===== src/rtl/core/wwgp_pkg.sv =====
// ----------------------------------------------------------------------------
// wwgp_pkg
// Shared widths, register indexes, font table and character mapping for the
// word-wrapping glyph placer.
// ----------------------------------------------------------------------------
package wwgp_pkg;

  localparam int MAX_WORD_DEF = 16;
  localparam int COORD_W      = 12;
  localparam int GLYPH_W      = 35;
  localparam int IDX_W        = 6;
  localparam int CALC_W       = 14;
  localparam int CFG_IDX_W    = 2;
  localparam int NUM_GLYPHS   = 49;

  localparam logic [COORD_W-1:0] COORD_MAX   = 12'hfff;
  localparam logic [IDX_W-1:0]   BLANK_INDEX = 6'd36;
  localparam logic [7:0]         CHAR_SPACE  = 8'h20;

  localparam logic [3:0] ADV_NORMAL   = 4'd6;
  localparam logic [3:0] ADV_DOUBLE   = 4'd12;
  localparam logic [4:0] PITCH_NORMAL = 5'd9;
  localparam logic [4:0] PITCH_DOUBLE = 5'd18;

  typedef enum logic [CFG_IDX_W-1:0] {
    REG_ORIGIN_X    = 2'd0,
    REG_ORIGIN_Y    = 2'd1,
    REG_WRAP_WIDTH  = 2'd2,
    REG_DOUBLE_SIZE = 2'd3
  } cfg_reg_t;

  typedef struct packed {
    logic [CALC_W-1:0]  a;
    logic [CALC_W-1:0]  b;
    logic               cin;
    logic [COORD_W-1:0] limit;
  } calc_req_t;

  typedef struct packed {
    logic [CALC_W-1:0] sum;
    logic              above;
  } calc_rsp_t;

  localparam logic [GLYPH_W-1:0] GLYPH_ROM [NUM_GLYPHS] = '{
    {5'h0e,5'h11,5'h11,5'h1f,5'h11,5'h11,5'h11}, {5'h1e,5'h11,5'h11,5'h1e,5'h11,5'h11,5'h1e},
    {5'h0e,5'h11,5'h10,5'h10,5'h10,5'h11,5'h0e}, {5'h1e,5'h11,5'h11,5'h11,5'h11,5'h11,5'h1e},
    {5'h1f,5'h10,5'h10,5'h1e,5'h10,5'h10,5'h1f}, {5'h1f,5'h10,5'h10,5'h1e,5'h10,5'h10,5'h10},
    {5'h0e,5'h11,5'h10,5'h17,5'h11,5'h11,5'h0e}, {5'h11,5'h11,5'h11,5'h1f,5'h11,5'h11,5'h11},
    {5'h1f,5'h04,5'h04,5'h04,5'h04,5'h04,5'h1f}, {5'h07,5'h02,5'h02,5'h02,5'h02,5'h12,5'h0c},
    {5'h11,5'h12,5'h14,5'h18,5'h14,5'h12,5'h11}, {5'h10,5'h10,5'h10,5'h10,5'h10,5'h10,5'h1f},
    {5'h11,5'h1b,5'h15,5'h15,5'h11,5'h11,5'h11}, {5'h11,5'h11,5'h19,5'h15,5'h13,5'h11,5'h11},
    {5'h0e,5'h11,5'h11,5'h11,5'h11,5'h11,5'h0e}, {5'h1e,5'h11,5'h11,5'h1e,5'h10,5'h10,5'h10},
    {5'h0e,5'h11,5'h11,5'h11,5'h15,5'h12,5'h0d}, {5'h1e,5'h11,5'h11,5'h1e,5'h14,5'h12,5'h11},
    {5'h0e,5'h11,5'h10,5'h0e,5'h01,5'h11,5'h0e}, {5'h1f,5'h04,5'h04,5'h04,5'h04,5'h04,5'h04},
    {5'h11,5'h11,5'h11,5'h11,5'h11,5'h11,5'h0e}, {5'h11,5'h11,5'h11,5'h11,5'h0a,5'h0a,5'h04},
    {5'h11,5'h11,5'h11,5'h15,5'h15,5'h15,5'h0a}, {5'h11,5'h11,5'h0a,5'h04,5'h0a,5'h11,5'h11},
    {5'h11,5'h11,5'h0a,5'h04,5'h04,5'h04,5'h04}, {5'h1f,5'h01,5'h02,5'h04,5'h08,5'h10,5'h1f},
    {5'h0e,5'h11,5'h13,5'h15,5'h19,5'h11,5'h0e}, {5'h04,5'h0c,5'h04,5'h04,5'h04,5'h04,5'h0e},
    {5'h0e,5'h11,5'h01,5'h06,5'h08,5'h10,5'h1f}, {5'h0e,5'h11,5'h01,5'h06,5'h01,5'h11,5'h0e},
    {5'h02,5'h06,5'h0a,5'h12,5'h1f,5'h02,5'h02}, {5'h1f,5'h10,5'h1e,5'h01,5'h01,5'h11,5'h0e},
    {5'h0e,5'h11,5'h10,5'h1e,5'h11,5'h11,5'h0e}, {5'h1f,5'h01,5'h02,5'h04,5'h08,5'h08,5'h08},
    {5'h0e,5'h11,5'h11,5'h0e,5'h11,5'h11,5'h0e}, {5'h0e,5'h11,5'h11,5'h0f,5'h01,5'h11,5'h0e},
    {5'h00,5'h00,5'h00,5'h00,5'h00,5'h00,5'h00}, {5'h00,5'h00,5'h00,5'h00,5'h00,5'h0c,5'h0c},
    {5'h00,5'h00,5'h00,5'h00,5'h04,5'h04,5'h08}, {5'h04,5'h04,5'h04,5'h04,5'h04,5'h00,5'h04},
    {5'h0e,5'h11,5'h01,5'h06,5'h04,5'h00,5'h04}, {5'h04,5'h04,5'h08,5'h00,5'h00,5'h00,5'h00},
    {5'h00,5'h00,5'h00,5'h1f,5'h00,5'h00,5'h00}, {5'h00,5'h00,5'h08,5'h15,5'h02,5'h00,5'h00},
    {5'h01,5'h02,5'h02,5'h04,5'h08,5'h08,5'h10}, {5'h00,5'h0c,5'h0c,5'h00,5'h0c,5'h0c,5'h00},
    {5'h02,5'h04,5'h08,5'h08,5'h08,5'h04,5'h02}, {5'h08,5'h04,5'h02,5'h02,5'h02,5'h04,5'h08},
    {5'h19,5'h1a,5'h02,5'h04,5'h08,5'h0b,5'h13}
  };

  function automatic logic [IDX_W-1:0] glyph_index(input logic [7:0] b);
    logic [7:0]       u;
    logic [IDX_W-1:0] idx;
    u = (b >= 8'h61 && b <= 8'h7a) ? b - 8'd32 : b;
    if (u >= 8'h41 && u <= 8'h5a) begin
      idx = IDX_W'(u - 8'h41);
    end else if (u >= 8'h30 && u <= 8'h39) begin
      idx = IDX_W'(u - 8'h30) + 6'd26;
    end else begin
      unique case (u)
        8'h20:   idx = 6'd36;
        8'h2e:   idx = 6'd37;
        8'h2c:   idx = 6'd38;
        8'h21:   idx = 6'd39;
        8'h3f:   idx = 6'd40;
        8'h27:   idx = 6'd41;
        8'h2d:   idx = 6'd42;
        8'h7e:   idx = 6'd43;
        8'h2f:   idx = 6'd44;
        8'h3a:   idx = 6'd45;
        8'h28:   idx = 6'd46;
        8'h29:   idx = 6'd47;
        8'h25:   idx = 6'd48;
        default: idx = BLANK_INDEX;
      endcase
    end
    return idx;
  endfunction

  function automatic logic [GLYPH_W-1:0] glyph_pattern(input logic [IDX_W-1:0] idx);
    logic [GLYPH_W-1:0] bits;
    if (idx < IDX_W'(NUM_GLYPHS)) begin
      bits = GLYPH_ROM[idx];
    end else begin
      bits = GLYPH_ROM[BLANK_INDEX];
    end
    return bits;
  endfunction

endpackage


===== src/rtl/core/wwgp_channels.sv =====
// ----------------------------------------------------------------------------
// wwgp_channels
// Valid/ready channels of the glyph placer: text input, placement records
// and configuration writes.
// ----------------------------------------------------------------------------
interface wwgp_in_if;
  logic       valid;
  logic       ready;
  logic [7:0] text_byte;
  logic       end_of_text;

  modport source (output valid, output text_byte, output end_of_text, input ready);
  modport sink   (input valid, input text_byte, input end_of_text, output ready);
endinterface

interface wwgp_out_if;
  logic                          valid;
  logic                          ready;
  logic [wwgp_pkg::COORD_W-1:0]  glyph_x;
  logic [wwgp_pkg::COORD_W-1:0]  glyph_y;
  logic [wwgp_pkg::GLYPH_W-1:0]  glyph_bits;
  logic                          scale_two;
  logic                          last_of_word;

  modport source (output valid, output glyph_x, output glyph_y, output glyph_bits,
                  output scale_two, output last_of_word, input ready);
  modport sink   (input valid, input glyph_x, input glyph_y, input glyph_bits,
                  input scale_two, input last_of_word, output ready);
endinterface

interface wwgp_cfg_if;
  logic                           valid;
  logic                           ready;
  logic [wwgp_pkg::CFG_IDX_W-1:0] index;
  logic [wwgp_pkg::COORD_W-1:0]   data;

  modport source (output valid, output index, output data, input ready);
  modport sink   (input valid, input index, input data, output ready);
endinterface


===== src/rtl/core/wwgp_ram.sv =====
// ----------------------------------------------------------------------------
// wwgp_ram
// Generic single-write, single-read RAM with registered read data.
// ----------------------------------------------------------------------------
module wwgp_ram #(
  parameter int WIDTH = 8,
  parameter int DEPTH = 16
) (
  input  logic                     clk,
  input  logic                     we,
  input  logic [$clog2(DEPTH)-1:0] waddr,
  input  logic [WIDTH-1:0]         wdata,
  input  logic [$clog2(DEPTH)-1:0] raddr,
  output logic [WIDTH-1:0]         rdata
);

  logic [WIDTH-1:0] mem [DEPTH];

  always_ff @(posedge clk) begin
    if (we) begin
      mem[waddr] <= wdata;
    end
    rdata <= mem[raddr];
  end

endmodule


===== src/rtl/core/wwgp_calc.sv =====
// ----------------------------------------------------------------------------
// wwgp_calc
// Shared adder with carry-in and limit compare; serves cursor offset,
// wrap test, line step and cursor advance.
// ----------------------------------------------------------------------------
module wwgp_calc (
  input  wwgp_pkg::calc_req_t req,
  output wwgp_pkg::calc_rsp_t rsp
);
  import wwgp_pkg::*;

  logic [CALC_W-1:0] sum;

  assign sum       = req.a + req.b + CALC_W'(req.cin);
  assign rsp.sum   = sum;
  assign rsp.above = sum > CALC_W'(req.limit);

endmodule


===== src/rtl/core/word_wrapping_glyph_placer_core.sv =====
// ----------------------------------------------------------------------------
// word_wrapping_glyph_placer_core
// Buffers each word of a byte stream, wraps it to the next line when it does
// not fit, and emits one glyph placement record per non-space character.
// Each byte is accepted, then decoded; the placer takes no new byte until that
// is done or, when the byte closes a word, until the flush ends. A flush runs the
// wrap test (offset, compare), an optional line step, a word store read and a
// record load per record, and a finishing step; a held record stalls the next load.
// Reset (rst, synchronous): registers to defaults, cursor at 0,0, word empty;
// the word store is not cleared.
// ----------------------------------------------------------------------------
module word_wrapping_glyph_placer_core #(
  parameter int MAX_WORD = wwgp_pkg::MAX_WORD_DEF
) (
  input  logic       clk,
  input  logic       rst,
  wwgp_in_if.sink    text_ch,
  wwgp_out_if.source glyph_ch,
  wwgp_cfg_if.sink   cfg_ch
);
  import wwgp_pkg::*;

  localparam int CW = $clog2(MAX_WORD + 1);
  localparam int AW = $clog2(MAX_WORD);

  typedef enum logic [7:0] {
    S_IDLE   = 8'b0000_0001,
    S_DECODE = 8'b0000_0010,
    S_DIFF   = 8'b0000_0100,
    S_WRAP   = 8'b0000_1000,
    S_LINE   = 8'b0001_0000,
    S_FETCH  = 8'b0010_0000,
    S_OUT    = 8'b0100_0000,
    S_TAIL   = 8'b1000_0000
  } state_t;

  state_t state;

  logic [COORD_W-1:0] origin_x;
  logic [COORD_W-1:0] origin_y;
  logic [COORD_W-1:0] wrap_width;
  logic               double_size;
  logic [COORD_W-1:0] cursor_x;
  logic [COORD_W-1:0] cursor_y;
  logic               at_start;
  logic [CW-1:0]      word_count;
  logic [CW-1:0]      rec_idx;
  logic [7:0]         cur_byte;
  logic               cur_eot;
  logic [COORD_W-1:0] diff;
  logic               diff_pos;

  logic               out_valid;
  logic [COORD_W-1:0] glyph_x;
  logic [COORD_W-1:0] glyph_y;
  logic [GLYPH_W-1:0] glyph_bits;
  logic               scale_two;
  logic               last_of_word;

  logic [3:0]         adv;
  logic [4:0]         pitch;
  logic [CW+1:0]      count_x3;
  logic [CW+3:0]      span;
  logic [CW-1:0]      idx_inc;
  logic               is_space;
  logic               word_full;
  logic [COORD_W-1:0] sat_sum;
  logic [IDX_W-1:0]   store_rdata;

  calc_req_t calc_req;
  calc_rsp_t calc_rsp;

  assign adv       = double_size ? ADV_DOUBLE : ADV_NORMAL;
  assign pitch     = double_size ? PITCH_DOUBLE : PITCH_NORMAL;
  assign count_x3  = {2'b00, word_count} + {1'b0, word_count, 1'b0};
  assign span      = double_size ? {count_x3, 2'b00} : {1'b0, count_x3, 1'b0};
  assign idx_inc   = rec_idx + 1'b1;
  assign is_space  = (cur_byte == CHAR_SPACE);
  assign word_full = (word_count == CW'(MAX_WORD - 1));
  assign sat_sum   = (calc_rsp.sum[CALC_W-1:COORD_W] != '0) ? COORD_MAX
                                                            : calc_rsp.sum[COORD_W-1:0];

  always_comb begin
    calc_req.a     = {2'b00, cursor_x};
    calc_req.b     = CALC_W'(adv);
    calc_req.cin   = 1'b0;
    calc_req.limit = wrap_width;
    unique case (state)
      S_DIFF: begin
        calc_req.b   = ~{2'b00, origin_x};
        calc_req.cin = 1'b1;
      end
      S_WRAP: begin
        calc_req.a = {2'b00, diff};
        calc_req.b = CALC_W'(span);
      end
      S_LINE: begin
        calc_req.a = {2'b00, cursor_y};
        calc_req.b = CALC_W'(pitch);
      end
      default: begin
      end
    endcase
  end

  wwgp_calc u_calc (
    .req (calc_req),
    .rsp (calc_rsp)
  );

  wwgp_ram #(
    .WIDTH (IDX_W),
    .DEPTH (MAX_WORD)
  ) u_word_store (
    .clk   (clk),
    .we    (state == S_DECODE && !is_space),
    .waddr (word_count[AW-1:0]),
    .wdata (glyph_index(cur_byte)),
    .raddr (rec_idx[AW-1:0]),
    .rdata (store_rdata)
  );

  assign text_ch.ready = (state == S_IDLE);
  assign cfg_ch.ready  = 1'b1;

  assign glyph_ch.valid        = out_valid;
  assign glyph_ch.glyph_x      = glyph_x;
  assign glyph_ch.glyph_y      = glyph_y;
  assign glyph_ch.glyph_bits   = glyph_bits;
  assign glyph_ch.scale_two    = scale_two;
  assign glyph_ch.last_of_word = last_of_word;

  always_ff @(posedge clk) begin
    if (rst) begin
      state       <= S_IDLE;
      origin_x    <= '0;
      origin_y    <= '0;
      wrap_width  <= COORD_MAX;
      double_size <= 1'b0;
      cursor_x    <= '0;
      cursor_y    <= '0;
      at_start    <= 1'b1;
      word_count  <= '0;
      rec_idx     <= '0;
      out_valid   <= 1'b0;
    end else begin
      if (cfg_ch.valid) begin
        unique case (cfg_reg_t'(cfg_ch.index))
          REG_ORIGIN_X:    origin_x    <= cfg_ch.data;
          REG_ORIGIN_Y:    origin_y    <= cfg_ch.data;
          REG_WRAP_WIDTH:  wrap_width  <= cfg_ch.data;
          REG_DOUBLE_SIZE: double_size <= cfg_ch.data[0];
        endcase
      end

      if (out_valid && glyph_ch.ready) begin
        out_valid <= 1'b0;
      end

      unique case (state)
        S_IDLE: begin
          if (text_ch.valid) begin
            cur_byte <= text_ch.text_byte;
            cur_eot  <= text_ch.end_of_text;
            if (at_start) begin
              cursor_x <= origin_x;
              cursor_y <= origin_y;
              at_start <= 1'b0;
            end
            state <= S_DECODE;
          end
        end
        S_DECODE: begin
          if (is_space) begin
            state <= S_DIFF;
          end else begin
            word_count <= word_count + 1'b1;
            state      <= (cur_eot || word_full) ? S_DIFF : S_IDLE;
          end
        end
        S_DIFF: begin
          diff     <= calc_rsp.sum[COORD_W-1:0];
          diff_pos <= !calc_rsp.sum[CALC_W-1] && (calc_rsp.sum != '0);
          state    <= S_WRAP;
        end
        S_WRAP: begin
          rec_idx <= '0;
          if (diff_pos && calc_rsp.above) begin
            cursor_x <= origin_x;
            state    <= S_LINE;
          end else begin
            state <= (word_count == '0) ? S_TAIL : S_FETCH;
          end
        end
        S_LINE: begin
          cursor_y <= sat_sum;
          state    <= (word_count == '0) ? S_TAIL : S_FETCH;
        end
        S_FETCH: begin
          if (!out_valid || glyph_ch.ready) begin
            state <= S_OUT;
          end
        end
        S_OUT: begin
          out_valid    <= 1'b1;
          glyph_x      <= cursor_x;
          glyph_y      <= cursor_y;
          glyph_bits   <= glyph_pattern(store_rdata);
          scale_two    <= double_size;
          last_of_word <= (idx_inc == word_count);
          cursor_x     <= sat_sum;
          rec_idx      <= idx_inc;
          state        <= (idx_inc == word_count) ? S_TAIL : S_FETCH;
        end
        S_TAIL: begin
          word_count <= '0;
          if (cur_eot) begin
            cursor_x <= origin_x;
            cursor_y <= origin_y;
            at_start <= 1'b1;
          end else if (is_space) begin
            cursor_x <= sat_sum;
          end
          state <= S_IDLE;
        end
        default: state <= S_IDLE;
      endcase
    end
  end

  a_count_below_max: assert property (@(posedge clk) disable iff (rst)
    (state == S_IDLE) |-> (word_count < CW'(MAX_WORD)))
    else $error("word count reached the store depth while idle");

  a_record_from_load: assert property (@(posedge clk) disable iff (rst)
    $rose(glyph_ch.valid) |-> $past(state == S_OUT))
    else $error("record raised outside the record load step");

  a_wrap_at_origin: assert property (@(posedge clk) disable iff (rst)
    (state == S_LINE) |-> (cursor_x == origin_x))
    else $error("line step without cursor at line start");

  a_no_load_over_held: assert property (@(posedge clk) disable iff (rst)
    (glyph_ch.valid && !glyph_ch.ready) |=> (state != S_OUT))
    else $error("record load while previous beat still held");

endmodule


===== src/flat_wrapper.sv =====
// flat-port wrapper written by rule: the top's interface ports become plain ports
module word_wrapping_glyph_placer_core_flat import wwgp_pkg::*;
#(
  parameter int MAX_WORD = wwgp_pkg::MAX_WORD_DEF
)
  (clk, rst, text_ch_valid, text_ch_text_byte, text_ch_end_of_text, text_ch_ready, glyph_ch_valid, glyph_ch_glyph_x, glyph_ch_glyph_y, glyph_ch_glyph_bits, glyph_ch_scale_two, glyph_ch_last_of_word, glyph_ch_ready, cfg_ch_valid, cfg_ch_index, cfg_ch_data, cfg_ch_ready);
  wwgp_in_if text_ch_i ();
  wwgp_out_if glyph_ch_i ();
  wwgp_cfg_if cfg_ch_i ();
  input  logic clk;
  input  logic rst;
  input wire logic [$bits(text_ch_i.valid)-1:0] text_ch_valid;
  input wire logic [$bits(text_ch_i.text_byte)-1:0] text_ch_text_byte;
  input wire logic [$bits(text_ch_i.end_of_text)-1:0] text_ch_end_of_text;
  output wire logic [$bits(text_ch_i.ready)-1:0] text_ch_ready;
  output wire logic [$bits(glyph_ch_i.valid)-1:0] glyph_ch_valid;
  output wire logic [$bits(glyph_ch_i.glyph_x)-1:0] glyph_ch_glyph_x;
  output wire logic [$bits(glyph_ch_i.glyph_y)-1:0] glyph_ch_glyph_y;
  output wire logic [$bits(glyph_ch_i.glyph_bits)-1:0] glyph_ch_glyph_bits;
  output wire logic [$bits(glyph_ch_i.scale_two)-1:0] glyph_ch_scale_two;
  output wire logic [$bits(glyph_ch_i.last_of_word)-1:0] glyph_ch_last_of_word;
  input wire logic [$bits(glyph_ch_i.ready)-1:0] glyph_ch_ready;
  input wire logic [$bits(cfg_ch_i.valid)-1:0] cfg_ch_valid;
  input wire logic [$bits(cfg_ch_i.index)-1:0] cfg_ch_index;
  input wire logic [$bits(cfg_ch_i.data)-1:0] cfg_ch_data;
  output wire logic [$bits(cfg_ch_i.ready)-1:0] cfg_ch_ready;
  assign text_ch_i.valid = text_ch_valid;
  assign text_ch_i.text_byte = text_ch_text_byte;
  assign text_ch_i.end_of_text = text_ch_end_of_text;
  assign text_ch_ready = text_ch_i.ready;
  assign glyph_ch_valid = glyph_ch_i.valid;
  assign glyph_ch_glyph_x = glyph_ch_i.glyph_x;
  assign glyph_ch_glyph_y = glyph_ch_i.glyph_y;
  assign glyph_ch_glyph_bits = glyph_ch_i.glyph_bits;
  assign glyph_ch_scale_two = glyph_ch_i.scale_two;
  assign glyph_ch_last_of_word = glyph_ch_i.last_of_word;
  assign glyph_ch_i.ready = glyph_ch_ready;
  assign cfg_ch_i.valid = cfg_ch_valid;
  assign cfg_ch_i.index = cfg_ch_index;
  assign cfg_ch_i.data = cfg_ch_data;
  assign cfg_ch_ready = cfg_ch_i.ready;
  word_wrapping_glyph_placer_core #(.MAX_WORD(MAX_WORD)) u_core (.clk(clk), .rst(rst), .text_ch(text_ch_i), .glyph_ch(glyph_ch_i), .cfg_ch(cfg_ch_i));
endmodule

===== config.mk =====
export PLATFORM = sky130hd
export DESIGN_NAME = word_wrapping_glyph_placer_core_flat
export DESIGN_NICKNAME = d
export VERILOG_FILES = /design/src/rtl/core/wwgp_pkg.sv /design/src/rtl/core/wwgp_channels.sv /design/src/rtl/core/wwgp_ram.sv /design/src/rtl/core/wwgp_calc.sv /design/src/rtl/core/word_wrapping_glyph_placer_core.sv /design/src/flat_wrapper.sv
export SDC_FILE = /design/constraint.sdc
export NUM_CORES = 1
export LEC_CHECK = 0
export BUFFER_PORTS_ARGS = -buffer_cell sky130_fd_sc_hd__buf_4
export CAP_MARGIN = 5
export CORE_MARGIN = 3
export CORE_UTILIZATION = 35
export DETAILED_ROUTE_END_ITERATION = 8
export PLACE_DENSITY = 0.54
export RECOVER_POWER = 25
export SLEW_MARGIN = 10
export SYNTH_ARGS = -nofsm -noshare
export SYNTH_HDL_FRONTEND = slang
export SYNTH_HIERARCHICAL = 1
export SYNTH_SLANG_ARGS = --single-unit

===== constraint.sdc =====
create_clock -name clk -period 13.1 [get_ports clk]
set_input_delay 1.31 -clock clk [delete_from_list [all_inputs] [get_ports clk]]
set_output_delay 1.31 -clock clk [all_outputs]
set_load 0.02 [all_outputs]

Yosys cells after proc, flatten, opt, wreduce, memory -nomap -nowiden
Memory sizes are Yosys's and may differ from the RTL's. A register that Yosys moved wholly into a read port is not among the register bits.
Cells that the tools add are included.
{"block": "totals", "register_bits": 129, "ramBits": 96, "rom_bits": 2240, "inputBits": 28, "out_inout_bits": 64, "wordCells": 148, "memories": 2}
{"block": "op_classes", "addsub": 9, "n_lt_le_gt_ge": 8, "n_eq_ne": 33, "muxes": 39, "bitwise_logic": 3, "n_reduce_logical": 35}
{"memory": "(name not given)", "depth": 64, "width": 35, "rd": 1, "rd_ports_with_merged_regs": 1, "wr": 0, "line_no": "wwgp_pkg.sv:104", "source": "bits = GLYPH_ROM[idx];"}
{"memory": "u_core.u_word_store.mem", "depth": 16, "width": 6, "rd": 1, "rd_ports_with_merged_regs": 1, "wr": 1, "line_no": "wwgp_ram.sv:17", "source": "logic [WIDTH-1:0] mem [DEPTH];"}
{"operator": "12-bit two-way mux", "count": 9}
{"operator": "8-bit by 6-bit == test with 1-bit output (second input constant)", "count": 13}
{"operator": "5-bit case mux with 12 select lines", "count": 1}
{"operator": "8-bit two-way mux", "count": 7}
{"operator": "8-bit case mux with 7 select lines", "count": 1}
{"operator": "12-bit case mux with 4 select lines", "count": 1}
{"operator": "14-bit case mux with 3 select lines", "count": 1}
{"operator": "12-bit case mux with 3 select lines", "count": 1}
{"operator": "12-bit case mux with 2 select lines", "count": 1}
{"operator": "5-bit case mux with 2 select lines", "count": 2}
{"operator": "8-bit by 7-bit == test with 1-bit output (second input constant)", "count": 2}
{"operator": "8-bit by 7-bit >= comparator with 1-bit output (second input constant)", "count": 2}
{"operator": "8-bit by 7-bit less-or-equal comparator with 1-bit output (second input constant)", "count": 2}
{"operator": "2-bit AND reduction", "count": 8}
{"operator": "12-bit by 14-bit adder with 14-bit output", "count": 1}
{"operator": "14-bit by 1-bit adder with 14-bit output", "count": 1}
{"operator": "14-bit by 12-bit greater-than comparator with 1-bit output", "count": 1}
{"operator": "12-bit NOT with 14-bit output", "count": 1}
{"operator": "14-bit nonzero test", "count": 1}
{"operator": "6-bit two-way mux", "count": 2}
{"operator": "5-bit by 1-bit adder with 5-bit output (second input constant)", "count": 2}
{"operator": "5-bit two-way mux", "count": 2}
{"operator": "2-bit nonzero test", "count": 5}
{"operator": "9-bit two-way mux", "count": 1}
{"operator": "37 further kinds", "count": 59}

Logic depth before layout (Yosys ltp)
Gate-level depths: netlist (run 1).
{"block": "depth", "ltp_word": 10, "ltp_mapped": 28, "ltp_nobuf": 25}

Cells and area by module
Netlist (run 1), hierarchy kept.
{"mod": "word_wrapping_glyph_placer_core", "instances": 1, "cells_each": 1037, "area_per_inst_um2": 9352.7, "seq_area_each_um2": 4113.9}
{"mod": "wwgp_ram", "instances": 1, "cells_each": 178, "area_per_inst_um2": 3895.0, "seq_area_each_um2": 3002.9}
{"mod": "wwgp_calc", "instances": 1, "cells_each": 124, "area_per_inst_um2": 913.4, "seq_area_each_um2": 0.0}

Worst setup path before layout (run 1)
No wires, ideal clock.
{"block": "synth_path", "path_kind": "register to register", "start": "reg u_core.state[3]", "end": "reg u_core.cursor_x[10]", "setup_ns": 0.072, "t_arrival_ns": 5.091, "t_required_ns": 13.028, "setup_slack_ns": 7.938, "path_stages_with_launch": 27, "n_path_buf": 3, "synth_period_minus_slack_ns": 5.162, "path_cell_list": "dfxtp_1 > or4_4 > or4b_4 > buf_6 > buf_2 > o21ai_0 > fa_1 > inv_1 > fa_1 > nor2b_1 > o31a_2 > nor2_1 > o21ai_0 > a21oi_1 > xnor2_1 > ha_1 > and4_1 > nand3_1 > a21oi_1 > nand2_1 > a31oi_1 > or3_1 > nand2_1 > nand2_1 > nand3_2 > buf_4 > mux2i_1"}
{"element": "from (decl)", "line_no": "word_wrapping_glyph_placer_core.sv:37", "source": "state_t state;"}
{"element": "from (signal assigned)", "line_no": "word_wrapping_glyph_placer_core.sv:178", "source": "state <= (cur_eot || word_full) ? S_DIFF : S_IDLE;"}
{"element": "from (signal assigned)", "line_no": "word_wrapping_glyph_placer_core.sv:192", "source": "state <= (word_count == '0) ? S_TAIL : S_FETCH;"}
{"element": "from (signal assigned)", "line_no": "word_wrapping_glyph_placer_core.sv:197", "source": "state <= (word_count == '0) ? S_TAIL : S_FETCH;"}
{"element": "to (signal assigned)", "line_no": "word_wrapping_glyph_placer_core.sv:166", "source": "cursor_x <= origin_x;"}
{"element": "to (signal assigned)", "line_no": "word_wrapping_glyph_placer_core.sv:189", "source": "cursor_x <= origin_x;"}
{"element": "to (signal assigned)", "line_no": "word_wrapping_glyph_placer_core.sv:211", "source": "cursor_x <= sat_sum;"}
{"element": "to (decl)", "line_no": "word_wrapping_glyph_placer_core.sv:43", "source": "logic [COORD_W-1:0] cursor_x;"}

==> run_results.csv, run 1 <==
group,metric,value,unit
run_status,status,"complete, but fails checks",
run_status,violations,"max-capacitance violations, max-slew violations",
placed_design,dp_hpwl,26200,um
worst_setup_path,end_kind,"flop",
synthesis,async_reset_ff_share,0,%
synthesis,synth.area.mux_share,7.70,%
detailed_routing,vias_per_cell,5.50,
synthesis,synth_warnings,6,
hold_path,hp-class,"reg -> reg",
placed_design,globalplace.congestion,0.903,
pwr,peakVddDrop,95.7,uV
timing,rsz0062_at_grt,"false",
global_routing,met1_usage,25.5,%
detailed_routing,drtIter0Drc,958,
floorplan,ios,92,
clocking,holdBufCountCts,0,
timing,max_clock_freq,157,MHz
layout,nets,1481,
detailed_routing,drcViolationCount,0,
layout,drive_above_1_share,11.8,%
layout,fillers,3908,
placed_design,dp.cells,1887,
global_routing,antenna_found_initial,0,
layout,largest_register_ffs,96,
layout,diodes,0,
worst_setup_path,startpoint_type,"flop",
timing,period_minus_slack,6370,ps
global_routing,grt_max_degree,73,
synthesis,synth_compound_area_share,15.4,%
timing,fin_worst_skew,18.6,ps
synthesis,syn_avg_cell_area,10.6,um2
synthesis,synth_top_area_cell,"edfxtp_1",
floorplan,num_rows,73,
clocking,cts_resized,0,
floorplan,die_h,207,um
synthesis,syn_inst,1339,
clocking,cts_setup_buffers,0,
layout,area_delta_synth_final,13.5,%
synthesis,yosys.area_share.simple,15.5,%
synthesis,yosysMostFrequentCell,"edfxtp_1",
clocking,cts_tree,"done",
synthesis,synth_edf_count,179,
clocking,cts.clk_slew.worst_paths,60,ps
floorplan,core_region_area,0.0398,mm2
global_routing,grt.overflow.total,0,
timing,fin_crit_sh,48.6,%
detailed_routing,wirelength,37900,um
layout,top_regs,"u_core/u_word_store/mem: 96 flops, u_core/glyph_ch.glyph_bits: 35 flops",
synthesis,synthFlopType,"edfxtp_1",
detailed_routing,firstDrtPassIters,5,
synthesis,synth-seq-area-share,50.3,%
placed_design,portBuffers,90,
worst_setup_path,crit_type,"reg -> reg",
clocking,cts_root_buf,"clkbuf_16",
global_routing,grt_usage,17.1,%
clocking,clock_sink_count,266,
timing,hold_violations,0,
floorplan,start_util,35.6,%
global_routing,grt_pass1_wl,60300,um
synthesis,synth_top_family_by_area,"simple AND/OR/NAND/NOR gates",
detailed_routing,wl_per_cell,19.5,um
global_routing,top_usage_layer,"met2",
synthesis,netlist.area_leader.share,38.0,%
detailed_routing,routed-via-count,10693,
clocking,clock_latency,570,ps
worst_setup_path,required,13580,ps
clocking,htreeDepth,1,
synthesis,synthesis.area,0.0142,mm2
pwr,p_per_area,114,mW/mm2
clocking,cts_made_buffers,30,
pwr,p_leak,6.00,nW
synthesis,synthXorXnorAreaFrac,1.67,%
synthesis,synth_adder_area_share,5.37,%
global_routing,grt_pass1_vias,10479,
worst_setup_path,worst-path-max-fanout,21,
run,cap_violations,2,
global_routing,met2_usage,26.2,%
timing,setup_tns,0,ps
global_routing,grtUsageMet3,2.64,%
synthesis,synth_area_leaders,"edfxtp_1 38%, dfxtp_1 12%, ha_1 4.9%, nor2_1 3.5%, nand2_1 3.4%",
timing,setup_viol,0,
synthesis,ys_ff_latch,266,
timing,relSlewSlack,-105,%
timing,max_slew.worst_pin.slew,3080,ps
clocking,cts_buffer_depth,3,
timing,maxSlewViolCount,103,
layout,top_register,"u_core/u_word_store/mem",
floorplan,fp.dieW,207,um
layout,stdcell_count,1943,
worst_setup_path,cp.arrival,6850,ps
floorplan,die_area,0.0429,mm2
synthesis,ys_types,86,
detailed_routing,drtAntennaViolNets,0,
synthesis,ys_top_cells_by_count,"179 x edfxtp_1, 133 x nor2_1, 130 x nand2_1",
==> through the flow <==
stage | total power [mW] | cell area, um2 | hold WS (ps) | worst slack (ps) | util (%)
final | 1.83 | 16100 | 468 | 6730 | 40.4
after global routing | 1.90 | 16100 | 481 | 6210 | 40.4
after CTS | 1.85 | 16200 | 472 | 7110 | 40.7
after detailed placement | 1.05 | 15300 | 458 | 7190 | 38.3
after global placement | 1.05 | 15300 | 451 | 7400 | 38.3
after floorplan | 1.02 | 14200 | 406 | 7940 | -
==> layer usage <==
layer  part of all wire [%]  wire (um)
met3                    5.9       2250
met4                    2.6        968
met2                     44      16700
met5                      0          0
met1                     47      18000
==> placed cells by master (no fill, tap or decap), types with 13 or more instances in the layout <==
cell type | Yosys | final
nor3_1 | 20 | 20
dfxtp_1 | 87 | 85
nand2_1 | 130 | 130
a21oi_1 | 91 | 91
clkbuf_16 | 0 | 32
nand2b_1 | 42 | 42
xnor2_1 | 21 | 21
o21ai_0 | 58 | 58
nor2_1 | 133 | 133
a211oi_1 | 13 | 13
mux2i_1 | 46 | 46
clkbuf_1 | 60 | 33
a31oi_1 | 17 | 17
edfxtp_1 | 179 | 179
ha_1 | 56 | 56
nand3_1 | 33 | 33
buf_4 | 3 | 73
o211ai_1 | 16 | 16
nand3b_1 | 18 | 18
a22oi_1 | 29 | 29
nor2b_1 | 15 | 15
inv_1 | 42 | 42
==> where the power goes <==
part	switching, mW	internal, mW
logic	0.0751	0.0455
clock network	0.338	0.455
registers	0.0120	0.904
total	0.425	1.41
==> worst max-delay path, stage by stage (launching register included) <==
cell,delay (ps)
dfxtp_1,330
nor4_1,970
and3_1,290
buf_4,260
nor2_1,280
a221oi_1,330
o22ai_1,140
ha_1,350
a211oi_1,400
o211ai_2,160
a41oi_2,290
o21bai_1,90
a21oi_1,170
xnor2_1,160
ha_1,330
and4_1,210
nand3_1,110
nor3_1,210
a31oi_1,70
or3_1,320
nand2_1,110
nand2_1,70
nand3_2,350
mux2i_1,260
==> cells by family (layout without fill, tap and decap cells) <==
group,after synthesis,count (layout)
AND/OR/NAND/NOR,449,449
AO/OA/AOI/OAI,328,328
flip-flops,266,266
buffers and inverters,134,212
multiplexers,74,74
adder cells (fa/ha/maj),59,59
XOR/XNOR,27,27
other,2,3
==> path summary, 6_finish.rpt <==
path	from	to	slack [ps]	cells after the start
setup / recovery	u_core/state[2]	u_core/cursor_x[0]	6730	23
hold / removal	u_core/wrap_width[4]	u_core/wrap_width[4]	470	2
setup reg to reg	u_core/state[2]	u_core/cursor_x[0]	6730	23
hold reg to reg	u_core/wrap_width[4]	u_core/wrap_width[4]	470	2
==> final cells by class <==
type,count,area [um2],share of cell area (%)
sequential,266,7120,44.3
multi-input combinational,940,6450,40.2
clock buffer,40,851,5.29
timing repair buffer,109,717,4.46
tap,525,657,4.09
inverter,47,183,1.14
clock inverter,16,88.8,0.553
(Power assumes the default switching activity.)
==> run 2: changes to the inputs <==
==> constraint.sdc (replaced) <==
create_clock -name clk -period 5.9 [get_ports clk]
set_input_delay 0.59 -clock clk [delete_from_list [all_inputs] [get_ports clk]]
set_output_delay 0.59 -clock clk [all_outputs]
set_load 0.02 [all_outputs]
==> run 2 against run 1 <==
- the flow now finishes without violations
- hold slack lost 230 ps
- global-route usage grew 0.064 points
- wire length grew 0.72%
- clock power grew 150%
- combinational power grew 130%
- via count grew 1.3%
- largest cell class unchanged
- largest power group unchanged
==> run_results.csv, run 2 (same netlist as run 1, synthesis figures left out) <==
group,metric,value,unit
run_status,status,"complete, no violations",
detailed_routing,drtAntennaViolNets,0,
clocking,cts_buffer_depth,3,
placed_design,globalplace.congestion,0.906,
pwr,p_int,3.33,mW
timing,setup_tns,0,ps
clocking,clock_sink_count,266,
clocking,cts_root_buf,"clkbuf_16",
hold_path,hp-class,"in -> reg",
floorplan,ios,92,
layout,top_register,"u_core/u_word_store/mem",
run,cap_violations,0,
clocking,cts_tree,"done",
global_routing,antenna_found_initial,1,
global_routing,grt_usage,17.2,%
pwr,power_switching,934,uW
worst_setup_path,crit_type,"reg -> reg",
timing,maxSlewViolCount,0,
pwr,peakVddDrop,194,uV
layout,final_common_cell,"edfxtp_1",
layout,final_cell_mix,"179 x edfxtp_1, 131 x nor2_1, 130 x nand2_1",
worst_setup_path,worst-path-max-fanout,19,
clocking,clock_latency,560,ps
timing,fin_worst_skew,13.1,ps
clocking,holdBufCountCts,0,
timing,period_minus_slack,5520,ps
pwr,sequentialPowerShare,47.7,%
layout,fillers,3970,
pwr,p_per_area,264,mW/mm2
layout,stdcell_count,1945,
timing,max_slew.worst_pin.slew,1070,ps
clocking,htreeDepth,1,
placed_design,dp.cells,1889,
pwr,clkPwrFrac,45.9,%
worst_setup_path,slowest_stage,"or4b_4",
detailed_routing,wl_per_cell,19.6,um
global_routing,grt_pass1_wl,60100,um
global_routing,grt_pass1_vias,10353,
floorplan,num_rows,73,
floorplan,fp.dieW,207,um
detailed_routing,drcViolationCount,0,
worst_setup_path,cp.arrival,6000,ps
detailed_routing,vias_per_cell,5.57,
layout,fin_util,40.5,%
pwr,swShare,21.9,%
placed_design,placed_cell_area,0.0153,mm2
placed_design,portBuffers,90,
timing,hold_violations,0,
timing,fin_crit_sh,93.5,%
detailed_routing,drtIter0Drc,969,
detailed_routing,wirelength,38200,um
layout,largest_register_ffs,96,
worst_setup_path,end_kind,"flop",
pwr,p_comb_share,6.4,%
worst_setup_path,rrSetupSlack,380,ps
layout,diodes,0,
floorplan,start_util,35.6,%
timing,setup_viol,0,
layout,nets,1483,
timing,worst_hold_slack,235,ps
placed_design,dp_hpwl,26600,um
global_routing,grt_max_degree,65,
timing,rsz0062_at_grt,"false",
detailed_routing,routed-via-count,10837,
detailed_routing,firstDrtPassIters,6,
clocking,cts_made_buffers,30,
layout,area_delta_synth_final,14.0,%
pwr,p_leak,5.96,nW
layout,design_area,0.0161,mm2
clocking,cts.clk_slew.worst_paths,70,ps
worst_setup_path,slowest_delay,640,ps
timing,relSlewSlack,28.2,%
worst_setup_path,crit_chain,"or4_4, or4b_4, o21ai_0, fa_1, inv_1, fa_1, nor2b_1, o31a_2, a21oi_1, nand2b_1, a21oi_1, xnor2_1, ha_1, and4_1, nand3_1, a21oi_1, nand2_1, a31oi_1, or3_1, nand2_1, nand2_1, nand3_4, mux2i_1",
worst_setup_path,required,6380,ps
worst_setup_path,startpoint_type,"flop",
layout,top_regs,"u_core/u_word_store/mem: 96 flops, u_core/glyph_ch.glyph_bits: 35 flops",
floorplan,die_h,207,um
timing,max_clock_freq,181,MHz
layout,drive_above_1_share,10.4,%
floorplan,die_area,0.0429,mm2
floorplan,core_region_area,0.0398,mm2
global_routing,grt.overflow.total,0,
run 2: cell count changes in the layout (fill, tap and decap cells not counted), moves of 2 or more:
cell and delta:
clkinv_1 -2, clkbuf_1 +30, bufinv_16 +4, nor2_1 -2, buf_4 -26, clkinv_2 -5
run 2: what timing repair did:
item                                    in CTS  in global routing
setup buffers                                0                  0
endpoints found under the setup margin       0                 13
resized for setup                            0                  3
run 2: worst max-delay path: cells and delay by family, from the launching register on:
family / cells / cell delay [ps]
AOI/OAI and AO/OA: 6 / 750
xor gates and xnor gates: 1 / 370
adders and majority gates: 3 / 1070
buffers and inverters: 1 / 90
DFF: 1 / 350
muxes: 1 / 220
and+or+nand+nor: 11 / 2590
run 2: power groups by stage:
stage	logic, mW	clock network [mW]	registers [mW]
2_1_floorplan	0.196	0	2.06
3_3_place_gp	0.268	0	2.07
3_5_place_dp	0.271	0	2.07
4_1_cts	0.271	2.00	2.03
5_1_grt	0.302	2.09	2.03
6_report	0.273	1.95	2.03
run 2: worst paths after layout:
path,to,depth (start not counted),from
setup / recovery,u_core/cursor_x[3],23,u_core/state[3]
hold / removal,u_core/cur_byte[0],1,text_ch_text_byte[0]
setup reg to reg,u_core/cursor_x[3],23,u_core/state[3]
hold reg to reg,u_core/wrap_width[4],2,u_core/wrap_width[4]
run 2: stage by stage:
stage	worst slack, ps	total power [mW]
2_1_floorplan	738	2.25
3_3_place_gp	369	2.34
3_5_place_dp	223	2.34
4_1_cts	171	4.30
5_1_grt	13.0	4.42
6_report	384	4.26
run 2: area by class of cell:
class                      instances  area [um2]  area share, %
inverter                          47         183           1.13
clock buffer                      43         883           5.47
tap                              525         657           4.07
clock inverter                    13         176           1.09
timing repair buffer             111         627           3.88
multi-input combinational        940        6500           40.2
sequential                       266        7120           44.1
run 2: per-layer routing:
| metal | global-route usage (%) | routed length [um] |
|---|---|---|
| met5 | 0 | 18 |
| met4 | 4.21 | 837 |
| met3 | 3.36 | 2620 |
| met2 | 26.7 | 17100 |
| met1 | 24.9 | 17600 |
